**src/design/gws_pkg.sv**
```systemverilog
// Shared constants, types and register codes of the grid word search counter.
package gws_pkg;

  localparam int MAX_COLS  = 256;
  localparam int WORD_LEN  = 4;
  localparam int HIST      = WORD_LEN - 1;
  localparam int CELLS     = 2 * HIST + 1;
  localparam int COL_W     = $clog2(MAX_COLS);
  localparam int LEN_W     = COL_W + 1;
  localparam int TOTAL_W   = 24;
  localparam int CNT_W     = 2;
  localparam int FOUND_W   = 4;
  localparam int CFG_IDX_W = 1;
  localparam int CFG_W     = 32;

  localparam logic [TOTAL_W-1:0] TOTAL_MAX      = {TOTAL_W{1'b1}};
  localparam logic [LEN_W-1:0]   ROW_LEN_RESET  = LEN_W'(256);
  localparam logic [CFG_W-1:0]   WORD_RESET     = 32'h5341_4D58;

  typedef logic [7:0] char_t;
  // One column of the rows above: entry k-1 holds the row k above.
  typedef char_t [HIST-1:0] col_t;
  // First columns of a row, kept for reloading the window at a row start.
  typedef char_t [HIST:0] head_t;
  typedef char_t [WORD_LEN-1:0] word_t;

  typedef enum logic [CFG_IDX_W-1:0] {
    REG_ROW_LENGTH = 1'b0,
    REG_WORD_CHARS = 1'b1
  } cfg_reg_t;

endpackage

```
**src/design/gws_line_ram.sv**
```systemverilog
// Line store: one row of characters, one write and one registered read a cycle.
module gws_line_ram
  import gws_pkg::*;
(
  input  logic             clk,
  input  logic             we,
  input  logic [COL_W-1:0] waddr,
  input  char_t            wdata,
  input  logic             re,
  input  logic [COL_W-1:0] raddr,
  output char_t            rdata
);

  char_t mem [MAX_COLS];
  char_t rd_r;
  char_t byp_data_r;
  logic  byp_r;

  always_ff @(posedge clk) begin
    if (we) begin
      mem[waddr] <= wdata;
    end
    if (re) begin
      rd_r       <= mem[raddr];
      byp_r      <= we && (waddr == raddr);
      byp_data_r <= wdata;
    end
  end

  // A read of the entry written in the same cycle returns the new data.
  assign rdata = byp_r ? byp_data_r : rd_r;

endmodule

```
**config.mk**
```make
export PLATFORM = sky130hd
export DESIGN_NAME = gws_line_ram
export DESIGN_NICKNAME = d
export VERILOG_FILES = /design/src/design/gws_pkg.sv /design/src/design/gws_line_ram.sv
export SDC_FILE = /design/constraint.sdc
export NUM_CORES = 2
export LEC_CHECK = 0
export ABC_AREA = 1
export ABC_CLOCK_PERIOD_IN_PS = 3600
export BUFFER_PORTS_ARGS = -buffer_cell sky130_fd_sc_hd__clkbuf_2
export CAP_MARGIN = 5
export CORE_UTILIZATION = 61
export CTS_BUF_LIST = sky130_fd_sc_hd__clkbuf_2
export DETAILED_ROUTE_END_ITERATION = 7
export PLACE_DENSITY = 0.76
export SLEW_MARGIN = 25
export SYNTH_ARGS = -nofsm -noshare
export SYNTH_HDL_FRONTEND = slang
export SYNTH_SLANG_ARGS = --single-unit
```
**constraint.sdc**
```tcl
create_clock -name clk -period 3.6 [get_ports clk]
set_clock_uncertainty 0.2 [all_clocks]
set_input_delay 0.54 -clock clk [delete_from_list [all_inputs] [get_ports clk]]
set_output_delay 0.54 -clock clk [all_outputs]
set_load 0.005 [all_outputs]
```
# ---- Yosys cells after proc, flatten, opt, wreduce, memory -nomap -nowiden
# Memories as Yosys holds them, arrays and structs flattened. A register that Yosys moved wholly into a read port is not among the register bits.
# Index checks and enable logic that the tools add are counted.
dict set report word_totals {
  ff_bits 9
  word_cells 8
  out_inout_bits 8
  memories 1
  input_bits 27
  ramBits 2048
}
# name depth word_bits rd rd_ports_with_merged_regs write_ports line
set memory_table {}
lappend memory_table {mem 256 8 1 1 1 gws_line_ram.sv:14} ;# char_t mem [MAX_COLS];
dict set report op_classes {
  mux 3
  n_eq_ne 1
  reduce_logical 1
}
# operator n
set ops {}
lappend ops {{equality test 8 bit} 1}
lappend ops {{two-way mux 8 bit} 1}
lappend ops {{two-way mux 1 bit} 2}
lappend ops {{logical AND 1 bit} 1}

# ---- Longest topological paths before layout
dict set report depth {
  word_depth 2
  ltp_mapped 15
  mapped_depth_nobuf 11
}

# ---- Least setup slack after synthesis
# OpenSTA, ideal clock, no wires.
dict set report synth_timing {
  path_type {input to register}
  from {input port we}
  to {memory mem[150][0] (netlist bit) (enable)}
  setup_ns 0.370
  cell_stages 4
  required_time_ns 3.030
  t_arrival_ns 1.645
  n_path_buf 2
  slack_ns 1.385
  path_cell_list {clkbuf_1 nand3_1 clkbuf_1 nor2_1}
}
dict set report synth_between {
  elab_chain_len 2
}
# item line
set synth_rtl {}
lappend synth_rtl {{start: declaration} gws_line_ram.sv:6} ;# input logic we,
lappend synth_rtl {{two-way mux 1 bit} gws_line_ram.sv:20} ;# if (we) begin
lappend synth_rtl {{two-way mux 1 bit (not written as such)} gws_line_ram.sv:21} ;# mem[waddr] <= wdata;
lappend synth_rtl {{end: declaration} gws_line_ram.sv:14}
# Every way passes these cells.

# ---- Final worst setup path
dict set report layout_timing {
  from {register rd_r[5], read port of mem}
  to {output port rdata[5]}
}
dict set report layout_between {
  elab_chain_len 1
}
# item line
set layout_rtl {}
lappend layout_rtl {{start: declaration} gws_line_ram.sv:15} ;# char_t rd_r;
lappend layout_rtl {{two-way mux 8 bit} gws_line_ram.sv:31} ;# assign rdata = byp_r ? byp_data_r : rd_r;
lappend layout_rtl {{end: declaration} gws_line_ram.sv:11} ;# output char_t rdata
# Every way passes these cells.

==> impl_metrics.yaml <==
run_status:
  status: "finished with violations"
  violations: "DRC, setup timing"
layout:
  final_util: 0.688
  nNetsFinal: 7659
  drive_gt1_frac: 0.157
  fin_cells: 9754
  nFillCells: 9365
  area_growth_pct: 11.4
worst_setup_path:
  cpPeakStageDelay_ps: 620
  slowest_stage: "edfxtp_1"
  critPathArrivalTime_ps: 2920
  crit_family: "flip-flops"
  cp-end-kind: "output pin"
  worstSetupStartpointType: "flop"
  crit_type: "flop to output pin"
  cp.required_ps: 2860
  cp_cell_sequence: "mux2_2, clkbuf_2"
  cp_max_fo: 1
  critPathBufInv: 1
synth:
  yosysUniqueCellTypes: 20
  synth_area_per_cell_um2: 11.9
  synthArstFlopShare: 0
  synth-seq-cells: 2065
  synth_top_family_by_area: "simple AND/OR/NAND/NOR gates"
  syn-num-nets: 7062
  seq_area_frac_synth: 0.739
  ys_warn_count: 0
  muxShareOfSynthArea: 0.00107
  synth_area_leaders: "edfxtp_1, nand3_1, nand2_1"
  syn_area_um2: 83900
  syn_inst: 7035
  synth_top_area_frac: 0.739
  synth_area_leader_cell: "edfxtp_1"
  synth-simple-area-share: 0.228
  synthXorXnorAreaFrac: 0.000313
  synth_edf_count: 2065
  synth_compound_area_frac: 0.000477
  synth_common_cells: "nand2_1, edfxtp_1, nand3_1"
  yosysMostFrequentCell: "nand2_1"
  ys.flop_type: "edfxtp_1"
  synthAdderAreaFrac: 0
timing:
  slew_violations: 0
  relSlewSlack: 0.170
  finalSetupViolCount: 5
  setup_slack_ps: -62.1
  fmax_mhz: 273
  whs_ps: 155
  hold_viol_final: 0
  worst_pin_slew_ps: 1240
  period_share: 1.02
  min_period_ps: 3660
  rsz0062_at_grt: "true"
  fin_setup_tns_ps: -164
floorplan:
  start_util: 0.617
  dieWidth_um: 373
  io-pin-count: 35
  row_count: 135
  core_area_um2: 136000
  die_area_um2: 139000
  dieHeight_um: 373
detailed_routing:
  met1_length_mm: 82.0
  drt-pass1-iter-count: 8
  drt-total-wl_mm: 229
  dr_total_vias: 59500
  dr_wl_met2_mm: 106
  vias_per_cell: 6.10
  wl_met3_mm: 28.7
  wl_per_cell_um: 23.5
  drc: 1
  postRouteAntennaNets: 0
  drtIter0Drc: 8241
  topRoutingLayerUsed: "met5"
placement:
  io_buffers: 34
  place_hpwl_mm: 132
  dpl.cell_count: 8822
  gp_congestion: 0.959
clock_tree:
  cts.path.max_buffers: 4
  worstSkewPairLatency_ps: 1910
  cts-root-buf: "clkbuf_2"
  cts_tree: "built"
  cts.reportedPaths.clkPinSlew_ps: 90
  cts_inserted_buffers: 494
  cts_sinks: 2065
  htree_num_levels: 5
global_routing:
  grt_max_degree: 121
  grt_pass1_vias: 58200
  grt_pass1_wl_mm: 343
  grt.overflow.total: 0
  antenna_found_initial: 5
  grt_usage: 0.327
pwr:
  power_density_nw_per_um2: 470
  peakVddDrop_uv: 263
  leakagePower_nw: 34.2
  total_power_w: 0.0439
hold_path:
  hold_class: "input pin to flop"
job:
  drv_cap: 0
## state kept, by name, indices dropped and copies added, names as in the netlist
name	cells
mem	2048
byp_data_r	8
rd_r	8
byp_r	1
## worst min-delay path, stage by stage
cell	delay, ps
dlygate4sd3_1	540
buf_4	200
nand3_1	130
nand3_1	130
nand3_1	100
nand3_1	80
nand2_1	170
nand2_1	110
nand2_1	80
## placed cells by master, fill, tap and decap left out
cell type / n
inv_16: 1
o22ai_1: 2
a221oi_1: 2
bufinv_16: 1
buf_4: 394
clkinv_2: 12
buf_8: 9
inv_8: 2
nand3_2: 6
nand3_1: 2014
nand2_1: 2117
diode_2: 12
buf_2: 1
clkinv_1: 104
clkinv_16: 1
buf_12: 68
o21ai_0: 1
inv_4: 1
nor2_1: 284
inv_2: 4
nand2_2: 5
a21oi_1: 1
nor4_2: 1
buf_16: 8
dlygate4sd3_1: 84
xor2_1: 3
clkinv_4: 1
edfxtp_1: 2065
inv_1: 36
mux2_2: 8
clkbuf_2: 725
## kinds of logic (layout without fill, tap and decap cells)
logic type,count (synthesis),count (layout)
AOI/OAI and AO/OA,6,6
and+or+nand+nor,4427,4427
muxes,8,8
buffers and inverters,526,1452
other,0,12
DFF,2065,2065
xor gates and xnor gates,3,3
## routing by layer
metal | vias up | global-route usage
li1 | 26400 | -
met4 | 2 | 0.181
met1 | 28100 | 0.430
met2 | 4162 | 0.506
met5 | - | 0
met3 | 726 | 0.0776
## stage by stage
| step | instance area [µm²] | setup WS, ps |
|---|---|---|
| 3_3_place_gp | 88300 | -1.20 |
| 6_report | 93500 | -62.1 |
| 5_1_grt | 93500 | -150 |
| 4_1_cts | 93400 | -176 |
| 2_1_floorplan | 83900 | 1380 |
| 3_5_place_dp | 88300 | -43.8 |
## path summary, 6_finish.rpt
check / startpoint / endpoint / slack [ps] / depth (start not counted)
worst min-delay path: raddr[3] / rd_r[6]$_DFFE_PP_ / 150 / 9
worst min register to register: mem[106][1]$_DFFE_PP_ / rd_r[1]$_DFFE_PP_ / 900 / 10
worst max register to register: mem[253][7]$_DFFE_PP_ / rd_r[7]$_DFFE_PP_ / 0 / 13
worst max-delay path: rd_r[5]$_DFFE_PP_ / rdata[5] / -60 / 2
## where the power goes
group	total, W	internal (W)	switching, W	leakage, nW
sequential	0.0265	0.0265	0.0000375	18.6
combinational	0.00329	0.000919	0.00237	12.5
clock	0.0141	0.00525	0.00888	3.17
total	0.0439	0.0326	0.0113	34.2
## layout make-up
class                           instances  area, µm²  share of cell area
Clock buffer                          704       3520              0.0377
Antenna cell                           12       30.0            0.000321
Tap cell                             1781       2230              0.0238
Clock inverter                        121        500             0.00535
Inverter                               41        206             0.00221
Multi-Input combinational cell       4444      19400               0.207
Sequential cell                      2065      62000               0.663
Timing Repair inverter                  1       11.3            0.000120
Timing Repair Buffer                  585       5630              0.0602
## what timing repair did
item / CTS / global route
buffers inserted: 1 / 0
endpoints found under the hold margin: 4130 / 0
gates cloned: 0 / 1
pin swaps: 0 / 1
resized for setup: 0 / 11
hold buffers: 95 / 0
setup endpoints to repair: 8 / 13
Note: power is estimated with default switching activity, not from simulation.
