### config.mk
export PLATFORM = sky130hd
export DESIGN_NAME = gws_col_cell
export DESIGN_NICKNAME = d
export VERILOG_FILES = /design/src/design/gws_pkg.sv /design/src/design/gws_col_cell.sv
export SDC_FILE = /design/constraint.sdc
export NUM_CORES = 1
export LEC_CHECK = 0
export BUFFER_PORTS_ARGS = -buffer_cell sky130_fd_sc_hd__buf_2
export CAP_MARGIN = 20
export CORE_MARGIN = 4
export CORE_UTILIZATION = 37
export DETAILED_ROUTE_END_ITERATION = 8
export HOLD_SLACK_MARGIN = 0.12
export PLACE_DENSITY = 0.79
export SLEW_MARGIN = 40
export SYNTH_ARGS = -nofsm -noshare
export SYNTH_HDL_FRONTEND = slang
export SYNTH_SLANG_ARGS = --single-unit
### constraint.sdc
create_clock -name clk -period 1.4 [get_ports clk]
set_input_delay 0.28 -clock clk [delete_from_list [all_inputs] [get_ports clk]]
set_output_delay 0.28 -clock clk [all_outputs]
set_load 0.1 [all_outputs]
### src/design/gws_pkg.sv
// Shared constants, types and register codes of the grid word search counter.
package gws_pkg;

  localparam int MAX_COLS  = 256;
  localparam int WORD_LEN  = 4;
  localparam int HIST      = WORD_LEN - 1;
  localparam int CELLS     = 2 * HIST + 1;
  localparam int COL_W     = $clog2(MAX_COLS);
  localparam int LEN_W     = COL_W + 1;
  localparam int TOTAL_W   = 24;
  localparam int CNT_W     = 2;
  localparam int FOUND_W   = 4;
  localparam int CFG_IDX_W = 1;
  localparam int CFG_W     = 32;

  localparam logic [TOTAL_W-1:0] TOTAL_MAX      = {TOTAL_W{1'b1}};
  localparam logic [LEN_W-1:0]   ROW_LEN_RESET  = LEN_W'(256);
  localparam logic [CFG_W-1:0]   WORD_RESET     = 32'h5341_4D58;

  typedef logic [7:0] char_t;
  // One column of the rows above: entry k-1 holds the row k above.
  typedef char_t [HIST-1:0] col_t;
  // First columns of a row, kept for reloading the window at a row start.
  typedef char_t [HIST:0] head_t;
  typedef char_t [WORD_LEN-1:0] word_t;

  typedef enum logic [CFG_IDX_W-1:0] {
    REG_ROW_LENGTH = 1'b0,
    REG_WORD_CHARS = 1'b1
  } cfg_reg_t;

endpackage

### src/design/gws_col_cell.sv
// One column cell of the search window: the characters of the rows above at one offset.
module gws_col_cell
  import gws_pkg::*;
(
  input  logic clk,
  input  logic shift_en,
  input  logic load_en,
  input  col_t shift_in,
  input  col_t load_in,
  output col_t col_q
);

  col_t col_r;
  col_t col_nxt;

  always_comb begin
    col_nxt = col_r;
    if (load_en) begin
      col_nxt = load_in;
    end else if (shift_en) begin
      col_nxt = shift_in;
    end
  end

  always_ff @(posedge clk) begin
    col_r <= col_nxt;
  end

  assign col_q = col_r;

endmodule

Word level (Yosys, flattened, before mapping). Index checks and enable logic that the tools add are counted.

Bits in registers: 24. Bits of input ports: 51. Output and inout bits: 24. Word-level logic and storage cells: 6.

Mux-type cells: 2. Reductions and logical operators: 1.

Operator list (number): 24-bit 2-to-1 mux (2); 2-bit nonzero test (1).

Depth between registers and ports, before layout. Gate-level depths: netlist of the first run.

Word-level depth: 2. Mapped depth: 3.

Worst setup path after synthesis of the first run. Ideal clock, no wire load.

Path kind: input -> register. From: in load_en. To: reg col_r (netlist bit col_q[0]) (enable). Library setup time: 0.382 ns. Arrival: 1.125 ns. Setup slack: -0.107 ns. Stages on the path: 3. Cell sequence: buf_6 > buf_12 > or2_1.

Longest elaborated chain between the ends: 1.

RTL lines: start, declared (RTL line gws_col_cell.sv:7) `input logic load_en,`; 2-bit nonzero test (no line); end signal, assigned (RTL line gws_col_cell.sv:26) `col_r <= col_nxt;`; end, declared (RTL line gws_col_cell.sv:13) `col_t col_r;`.

Every way passes these cells. A chain may end at the register's enable or synchronous reset.

Final worst setup path of the first run.
From: reg col_r (netlist bit col_q[5]). To: out col_q[5] (netlist bit).

RTL lines: end, declared (RTL line gws_col_cell.sv:10) `output col_t col_q`.

No word-level cell between the ends.

==> results of run 1 <==
[area by class of cell]
cell class              instances  area [µm²]
clock buffers                   3       22.52
fillers                       242        1286
multi-input cells              25       347.8
flip-flops and latches         24       720.7
well taps                      31       38.79
repair buffers                 77       412.9
[synth_stat cells]
cell,number
or2_1,1
edfxtp_1,24
buf_12,2
mux2_2,5
mux2_4,19
buf_6,1
[worst paths after layout]
kind	depth (start not counted)	slack (ps)	to	start
setup / recovery	1	50	col_q[5]	col_q[5]
hold / removal	2	270	col_q[3]	shift_in[3]
[through the flow]
stage	std cells	cell area, µm²	worst slack (ps)	hold WS (ps)
CTS	160	1525	22.04	260.5
global placement	157	1500	150.6	582.1
finish	160	1543	48.89	270.7
global route	160	1543	-2.077	246.3
floorplan	52	1120	78.58	497.5
detailed placement	157	1500	129.2	584.0
[cells by family after synthesis]
kind of cell,Yosys count
muxes,24
DFF,24
buffers and inverters,3
and+or+nand+nor,1
[power by group]
group	switching [mW]	internal [mW]
logic	0.667	0.191
registers	0.0176	0.881
clock network	0.186	0.100
[routing by layer]
metal  wire length [µm]  up-vias  share of wire [%]
li1                   -      357                  -
met1                889      350                 36
met2               1259       49                 51
met3                275        4                 11
met4                 55        0                2.2
met5                  0        -                  0
[repair_timing]
action	CTS	global route
endpoints found under the hold margin	0	0
gates resized for setup	1	7
endpoints found under the setup margin	1	7
==> impl_metrics.json, run 1 <==
{
  "power_mw": 2.042,
  "wl_um": 2480,
  "final_common_cell": "buf_2",
  "synth-compound-area-share_pct": 0,
  "min_period_ps": 1351,
  "portBuffers": 74,
  "ys.warnings.count": 0,
  "num_vias": 760,
  "synthTopCellsByArea": "edfxtp_1 64%, mux2_4 25%, mux2_2 5.0%, buf_12 3.6%, buf_6 1.0%",
  "numCtsBuffers": 3,
  "synth_fp_nets": 103,
  "finalCritPeriodShare_pct": 96.51,
  "grtUsageTotal_pct": 12.52,
  "fin_setup_tns_ps": 0,
  "worst_pin_slew_ps": 547.3,
  "dieWidth_um": 63.02,
  "wire_per_inst_um": 15.50,
  "synthesis.area_mm2": 0.001120,
  "initial_utilization_pct": 39.58,
  "use_met3_pct": 3.237,
  "numClockSinks": 24,
  "finalSetupViolCount": 0,
  "synth_top_family_by_area": "multiplexers",
  "synthMuxAreaShare_pct": 30.50,
  "slew_violations": 0,
  "fin_nets": 182,
  "cts_tree": "yes",
  "path_clk_slew_ps": 120,
  "seq_area_frac_synth_pct": 64.36,
  "via_per_inst": 4.750,
  "area_growth_pct": 37.77,
  "top_usage_layer": "met2",
  "min_path_type": "input port to flop",
  "cts_setup_buffers": 0,
  "worstPathArrival_ps": 1070,
  "ir_drop_v": 0.0004248,
  "grt_antenna_before_repair": 0,
  "cts_buffer_depth": 2,
  "gp_congestion": 0.7726,
  "leakagePower_nw": 0.7474,
  "dp_hpwl_um": 1985,
  "worst_setup_path_end_kind": "output pin",
  "drcViolationCount": 0,
  "io_pins": 75,
  "grt_max_degree": 25,
  "crit_path_cell_trace": "buf_2",
  "grt_pass1_vias": 812,
  "hold_buffers": 0,
  "crit_fanout": 1,
  "grt-ovfl-total": 0,
  "final_cell_mix": "66 x buf_2, 24 x edfxtp_1, 19 x mux2_4",
  "drt_first_iter_violations": 10,
  "die_y_um": 63.02,
  "fp-row-count": 19,
  "ant_nets": 0,
  "synth_adder_area_share_pct": 0,
  "status": "finished, final reports clean",
  "synth_simple_gate_area_share_pct": 0.5587,
  "synth_cells": 52,
  "hold_viol": 0,
  "critPathTopFamily": "buffers and inverters",
  "core_area_mm2": 0.002829,
  "dieArea_mm2": 0.003971,
  "slowest_delay_ps": 420,
  "root_buffer": "clkbuf_4",
  "netlist.area_leader.share_pct": 64.36,
  "use_met1_pct": 13.10,
  "drive_above_1_share_pct": 81.40,
  "yosysTopAreaCell": "edfxtp_1",
  "grt_util_met2_pct": 21.61,
  "synth_xor_area_share_pct": 0,
  "grt_pass1_wl_um": 3795,
  "power_density_mw_per_mm2": 1324,
  "final_util_pct": 54.53,
  "start_kind": "flop",
  "cp_slowest_cell": "buf_2",
  "critical_path_class": "flop to output pin",
  "path_buf_inv": 1,
  "htree_levels": 1,
  "syn_area_per_cell_um2": 21.54,
  "fmax_mhz": 740.1,
  "synth_seq_cells": 24,
  "post_synth_num_cell_types": 6,
  "max-cap-violations": 0,
  "antennaDiodeCount": 0,
  "largest_reg_flops": 24,
  "drt-pass1-iter-count": 4,
  "required_ps": 1120,
  "relSlewSlack_pct": 63.52
}
Note: power is estimated with default switching activity, not from simulation.
==> run 2: changes to the inputs <==
--- a/config.mk
+++ b/config.mk
@@ -5,13 +5,13 @@
 export SDC_FILE = /design/constraint.sdc
 export NUM_CORES = 1
 export LEC_CHECK = 0
+export ABC_AREA = 1
 export BUFFER_PORTS_ARGS = -buffer_cell sky130_fd_sc_hd__buf_2
-export CAP_MARGIN = 20
 export CORE_MARGIN = 4
-export CORE_UTILIZATION = 37
+export CORE_UTILIZATION = 36
 export DETAILED_ROUTE_END_ITERATION = 8
 export HOLD_SLACK_MARGIN = 0.12
-export PLACE_DENSITY = 0.79
+export PLACE_DENSITY = 0.78
 export SLEW_MARGIN = 40
 export SYNTH_ARGS = -nofsm -noshare
 export SYNTH_HDL_FRONTEND = slang
==> run 2 against run 1 <==
Net effect: clock power shrank 2%; global-route usage is 0.41 points lower; fmax fell by 0.20%; sequential share of layout area is 2.1 points higher; hold slack worse by 37 ps; total power is 2.1% lower; count of clock-buffer cells in the layout did not move; non-clock buffer count fell by 2; routed wire length fell by 3.3%; setup slack got worse by 2.7 ps.
==> impl_metrics.json, run 2 <==
{
  "grt_antenna_before_repair": 0,
  "crit_start": "col_q[6]",
  "yosysTopAreaCell": "edfxtp_1",
  "fin_nets": 229,
  "crit_fanout": 1,
  "synth_fp_nets": 154,
  "hold_viol": 0,
  "slowest_delay_ps": 420,
  "post_synth_num_cell_types": 8,
  "slew_violations": 0,
  "gp_congestion": 0.7554,
  "worst_pin_slew_ps": 540.6,
  "wl_um": 2399,
  "cts_buffer_depth": 2,
  "path_buf_inv": 1,
  "cp_slowest_cell": "buf_2",
  "grt-ovfl-total": 0,
  "max-cap-violations": 0,
  "finalCritPeriodShare_pct": 96.70,
  "synthesis.area_mm2": 0.001082,
  "path_clk_slew_ps": 120,
  "synth_edf_count": 24,
  "rsz0062_at_grt": "false",
  "dieWidth_um": 62.83,
  "ys.warnings.count": 0,
  "synthTopCellsByArea": "edfxtp_1 67%, nand2_1 23%, nand2_2 4.0%, buf_6 3.1%, buf_8 1.4%",
  "grt_pass1_vias": 835,
  "netlist.area_leader.share_pct": 66.59,
  "worstHoldStart": "shift_in[13]",
  "fmax_mhz": 738.6,
  "min_period_ps": 1354,
  "wire_per_inst_um": 11.59,
  "dieArea_mm2": 0.003948,
  "fp-row-count": 19,
  "ant_nets": 0,
  "fin_setup_tns_ps": 0,
  "ir_drop_v": 0.0006020,
  "initial_utilization_pct": 38.58,
  "yosysMostFrequentCell": "nand2_1",
  "syn_area_per_cell_um2": 10.51,
  "grt_max_degree": 26,
  "final_common_cell": "buf_2",
  "core_area_mm2": 0.002805,
  "min_path_type": "input port to flop",
  "critical_path_class": "flop to output pin",
  "largest_reg_flops": 24,
  "leakagePower_nw": 0.7837,
  "drcViolationCount": 0,
  "synth_cells": 103,
  "synthTopCellsByCount": "65 x nand2_1, 24 x edfxtp_1, 7 x nand2_2",
  "cts_tree": "yes",
  "worstPathArrival_ps": 1070,
  "whs_ps": 233.9,
  "antennaDiodeCount": 0,
  "numClockSinks": 24,
  "status": "finished, final reports clean",
  "numCtsBuffers": 3,
  "power_mw": 1.999,
  "min_to": "col_q[13]",
  "relSlewSlack_pct": 63.96,
  "critPathTopFamily": "buffers and inverters",
  "ys.flop_type": "edfxtp_1",
  "grt_pass1_wl_um": 3822,
  "die_y_um": 62.83,
  "synthArstFlopShare_pct": 0,
  "required_ps": 1120,
  "final_cell_mix": "70 x buf_2, 65 x nand2_1, 24 x edfxtp_1",
  "crit_path_cell_trace": "buf_2",
  "finalSetupViolCount": 0,
  "num_vias": 898,
  "drive_above_1_share_pct": 49.43,
  "drt_first_iter_violations": 30,
  "worst_setup_path_end_kind": "output pin",
  "seq_area_frac_synth_pct": 66.59,
  "hold_depth": 3,
  "start_kind": "flop",
  "htree_levels": 1,
  "drt-pass1-iter-count": 4,
  "io_pins": 75,
  "synth_seq_cells": 24,
  "portBuffers": 74,
  "via_per_inst": 4.338,
  "area_growth_pct": 36.30,
  "dp_hpwl_um": 1912,
  "hold_buffers": 0,
  "grtUsageTotal_pct": 12.11,
  "power_density_mw_per_mm2": 1355,
  "root_buffer": "clkbuf_4"
}
## run 2: cell types whose count changed in the layout (fill, tap and decap cells not counted), sizes merged
| cell | change |
|---|---|
| buf | +1 |
| clkbuf | -3 |
| inv | +1 |
| mux2 | -24 |
| nand2 | +72 |
## run 2: cell type report
class	instances	area, µm²
clock buffer	3	22.52
fill	283	1330
inverter	1	11.26
multi-input combinational	73	294.0
sequential	24	720.7
tap	31	38.79
timing repair buffer	75	387.9
## run 2: cell families (layout without fill, tap and decap cells)
group                  count (synthesis)  in the layout  share of synthesized area (%)
buffers and inverters                  6             79                          6.242
DFF                                   24             24                          66.59
and+or+nand+nor                       73             73                          27.17
## run 2: layer usage
layer,track usage (%),routed length (µm)
met1,13.13,883
met2,22.50,1307
met3,3.777,181
met4,3.306,27
met5,0,0
## run 2: through the flow
stage	instance area (µm²)	worst slack, ps	instances	utilization (%)
4_1_cts	1465	13.15	207	52.23
3_3_place_gp	1443	170.0	204	51.43
6_report	1475	46.15	207	52.59
3_5_place_dp	1443	156.3	204	51.43
5_1_grt	1475	5.533	207	52.59
2_1_floorplan	1082	216.0	103	-
## run 2: worst max path at each step
stage | end | cells past startpoint
after floorplan | col_q[0] | 0
after global placement | col_q[10] | 2
after detailed placement | col_q[15] | 2
after CTS | col_q[1] | 1
after global routing | col_q[0] | 1
final | col_q[6] | 1
## run 2: power by group
group / internal [mW] / switching, mW / total, mW
registers: 0.881 / 0.0174 / 0.898
clock network: 0.100 / 0.181 / 0.281
logic: 0.134 / 0.686 / 0.820
total: 1.12 / 0.884 / 2.00
## run 2: timing repair
action,CTS,global route
gates resized for setup,0,4
endpoints found under the hold margin,0,0
endpoints found under the setup margin,0,4
buffers inserted,0,0
==> run 3: changes to the inputs <==
--- a/config.mk
+++ b/config.mk
@@ -7,6 +7,7 @@
 export LEC_CHECK = 0
 export ABC_AREA = 1
 export BUFFER_PORTS_ARGS = -buffer_cell sky130_fd_sc_hd__buf_2
+export CORE_ASPECT_RATIO = 0.8
 export CORE_MARGIN = 4
 export CORE_UTILIZATION = 36
 export DETAILED_ROUTE_END_ITERATION = 8
==> run 3 against run 2 <==
Net effect: largest cell class unchanged; critical path depth did not move; hold slack improved by 41 ps; highest routed layer is now met3; non-clock buffer count did not move.
==> impl_metrics.json, run 3 (synthesis results as in run 2) <==
{
  "status": "finished, final reports clean",
  "grt_max_degree": 26,
  "slowest_delay_ps": 420,
  "grt_util_met2_pct": 21.74,
  "cts_resized": 0,
  "root_buffer": "clkbuf_8",
  "gp_congestion": 0.7524,
  "min_period_ps": 1304,
  "power_mw": 2.303,
  "die_y_um": 57.04,
  "path_clk_slew_ps": 80,
  "initial_utilization_pct": 38.55,
  "hold_buffers": 0,
  "comb_power_share_pct": 35.4,
  "leakagePower_nw": 0.8033,
  "largest_reg_flops": 24,
  "fillers": 270,
  "drive_above_1_share_pct": 49.72,
  "area_growth_pct": 40.69,
  "io_pins": 75,
  "required_ps": 1120,
  "htree_levels": 1,
  "wire_per_inst_um": 11.58,
  "grtUsageTotal_pct": 12.14,
  "cp_slowest_cell": "buf_2",
  "placed_cell_area_mm2": 0.001451,
  "cts_buffer_depth": 2,
  "top_usage_layer": "met2",
  "worst_setup_path_end_kind": "output pin",
  "critPathTopFamily": "buffers and inverters",
  "fmax_mhz": 766.6,
  "drt-pass1-iter-count": 4,
  "start_kind": "flop",
  "grt_antenna_before_repair": 0,
  "max-cap-violations": 0,
  "timing.final.ws_setup_ps": 95.51,
  "numClockSinks": 24,
  "path_buf_inv": 1,
  "worst_pin_slew_ps": 552.9,
  "power.internal_mw": 1.391,
  "cts_tree": "yes",
  "dieArea_mm2": 0.003953,
  "worstPathArrival_ps": 1020,
  "final_common_cell": "buf_2",
  "fp-row-count": 17,
  "ant_nets": 0,
  "clkPwrFrac_pct": 25.6,
  "grt-ovfl-total": 0,
  "power_frac_seq_pct": 39.0,
  "crit_fanout": 1,
  "via_per_inst": 4.265,
  "use_met3_pct": 4.401,
  "portBuffers": 74,
  "final_util_pct": 54.23,
  "switching_share_pct": 39.60,
  "wl_um": 2490,
  "ir_drop_v": 0.0007342,
  "dp_hpwl_um": 1928,
  "fin_setup_tns_ps": 0,
  "relSlewSlack_pct": 63.14,
  "crit_path_cell_trace": "buf_2",
  "num_vias": 917,
  "dieWidth_um": 69.30,
  "finalSetupViolCount": 0,
  "slew_violations": 0,
  "antennaDiodeCount": 0,
  "dp_worst_setup_slack_ps": 158.3,
  "use_met1_pct": 14.11,
  "grt_pass1_vias": 852,
  "min_path_type": "input port to flop",
  "grt_pass1_wl_um": 3850,
  "finalCritPeriodShare_pct": 93.18,
  "power_density_mw_per_mm2": 1512,
  "rsz0062_at_grt": "false",
  "numCtsBuffers": 3,
  "final_area_mm2": 0.001523,
  "drcViolationCount": 0,
  "final_cell_mix": "74 x buf_2, 65 x nand2_1, 24 x edfxtp_1",
  "core_area_mm2": 0.002808,
  "fin_nets": 229,
  "drt_first_iter_violations": 35,
  "hold_viol": 0,
  "critical_path_class": "flop to output pin",
  "p_switching_uw": 912.1,
  "cts_setup_buffers": 0
}
run 3: cell count changes in the layout (fill, tap and decap cells not counted), sizes merged:
cell | previous run | this run
clkbuf | 7 | 3
buf | 71 | 75
bufinv | 0 | 1
run 3: worst paths after layout:
path  cells after the start  slack [ps]    startpoint         to
min                       3         280  shift_in[14]  col_q[14]
max                       1         100     col_q[11]  col_q[11]
run 3: power groups by stage:
stage,logic (mW),clock network (mW),registers (mW)
after floorplan,0.0937,0,1.50
after global placement,0.816,0,0.914
after detailed placement,0.819,0,0.917
after CTS,0.820,0.604,0.901
after global routing,0.846,0.632,0.906
final,0.814,0.590,0.898
run 3: metal layers:
metal | part of all wire (%) | routed length [µm] | vias to the layer above
met1 | 41 | 1011 | 403
met3 | 7.8 | 193 | 0
met4 | 0 | 0 | 0
met5 | 0 | 0 | -
met2 | 52 | 1285 | 40
li1 | - | - | 474
run 3: layout make-up:
cell class	instances	area, µm²	share of cell area (%)
Sequential cell	24	720.7	47.33
Timing Repair Buffer	75	377.9	24.82
Multi-Input combinational cell	73	294.0	19.31
Tap cell	38	47.55	3.122
Clock buffer	3	41.29	2.712
Clock inverter	1	30.03	1.972
Inverter	1	11.26	0.7395
run 3: through the flow:
step                      instances  hold slack, ps
final                           215           275.3
after global routing            215           268.8
after CTS                       215           272.2
after detailed placement        211           546.9
after global placement          211           546.9
after floorplan                 103           452.8
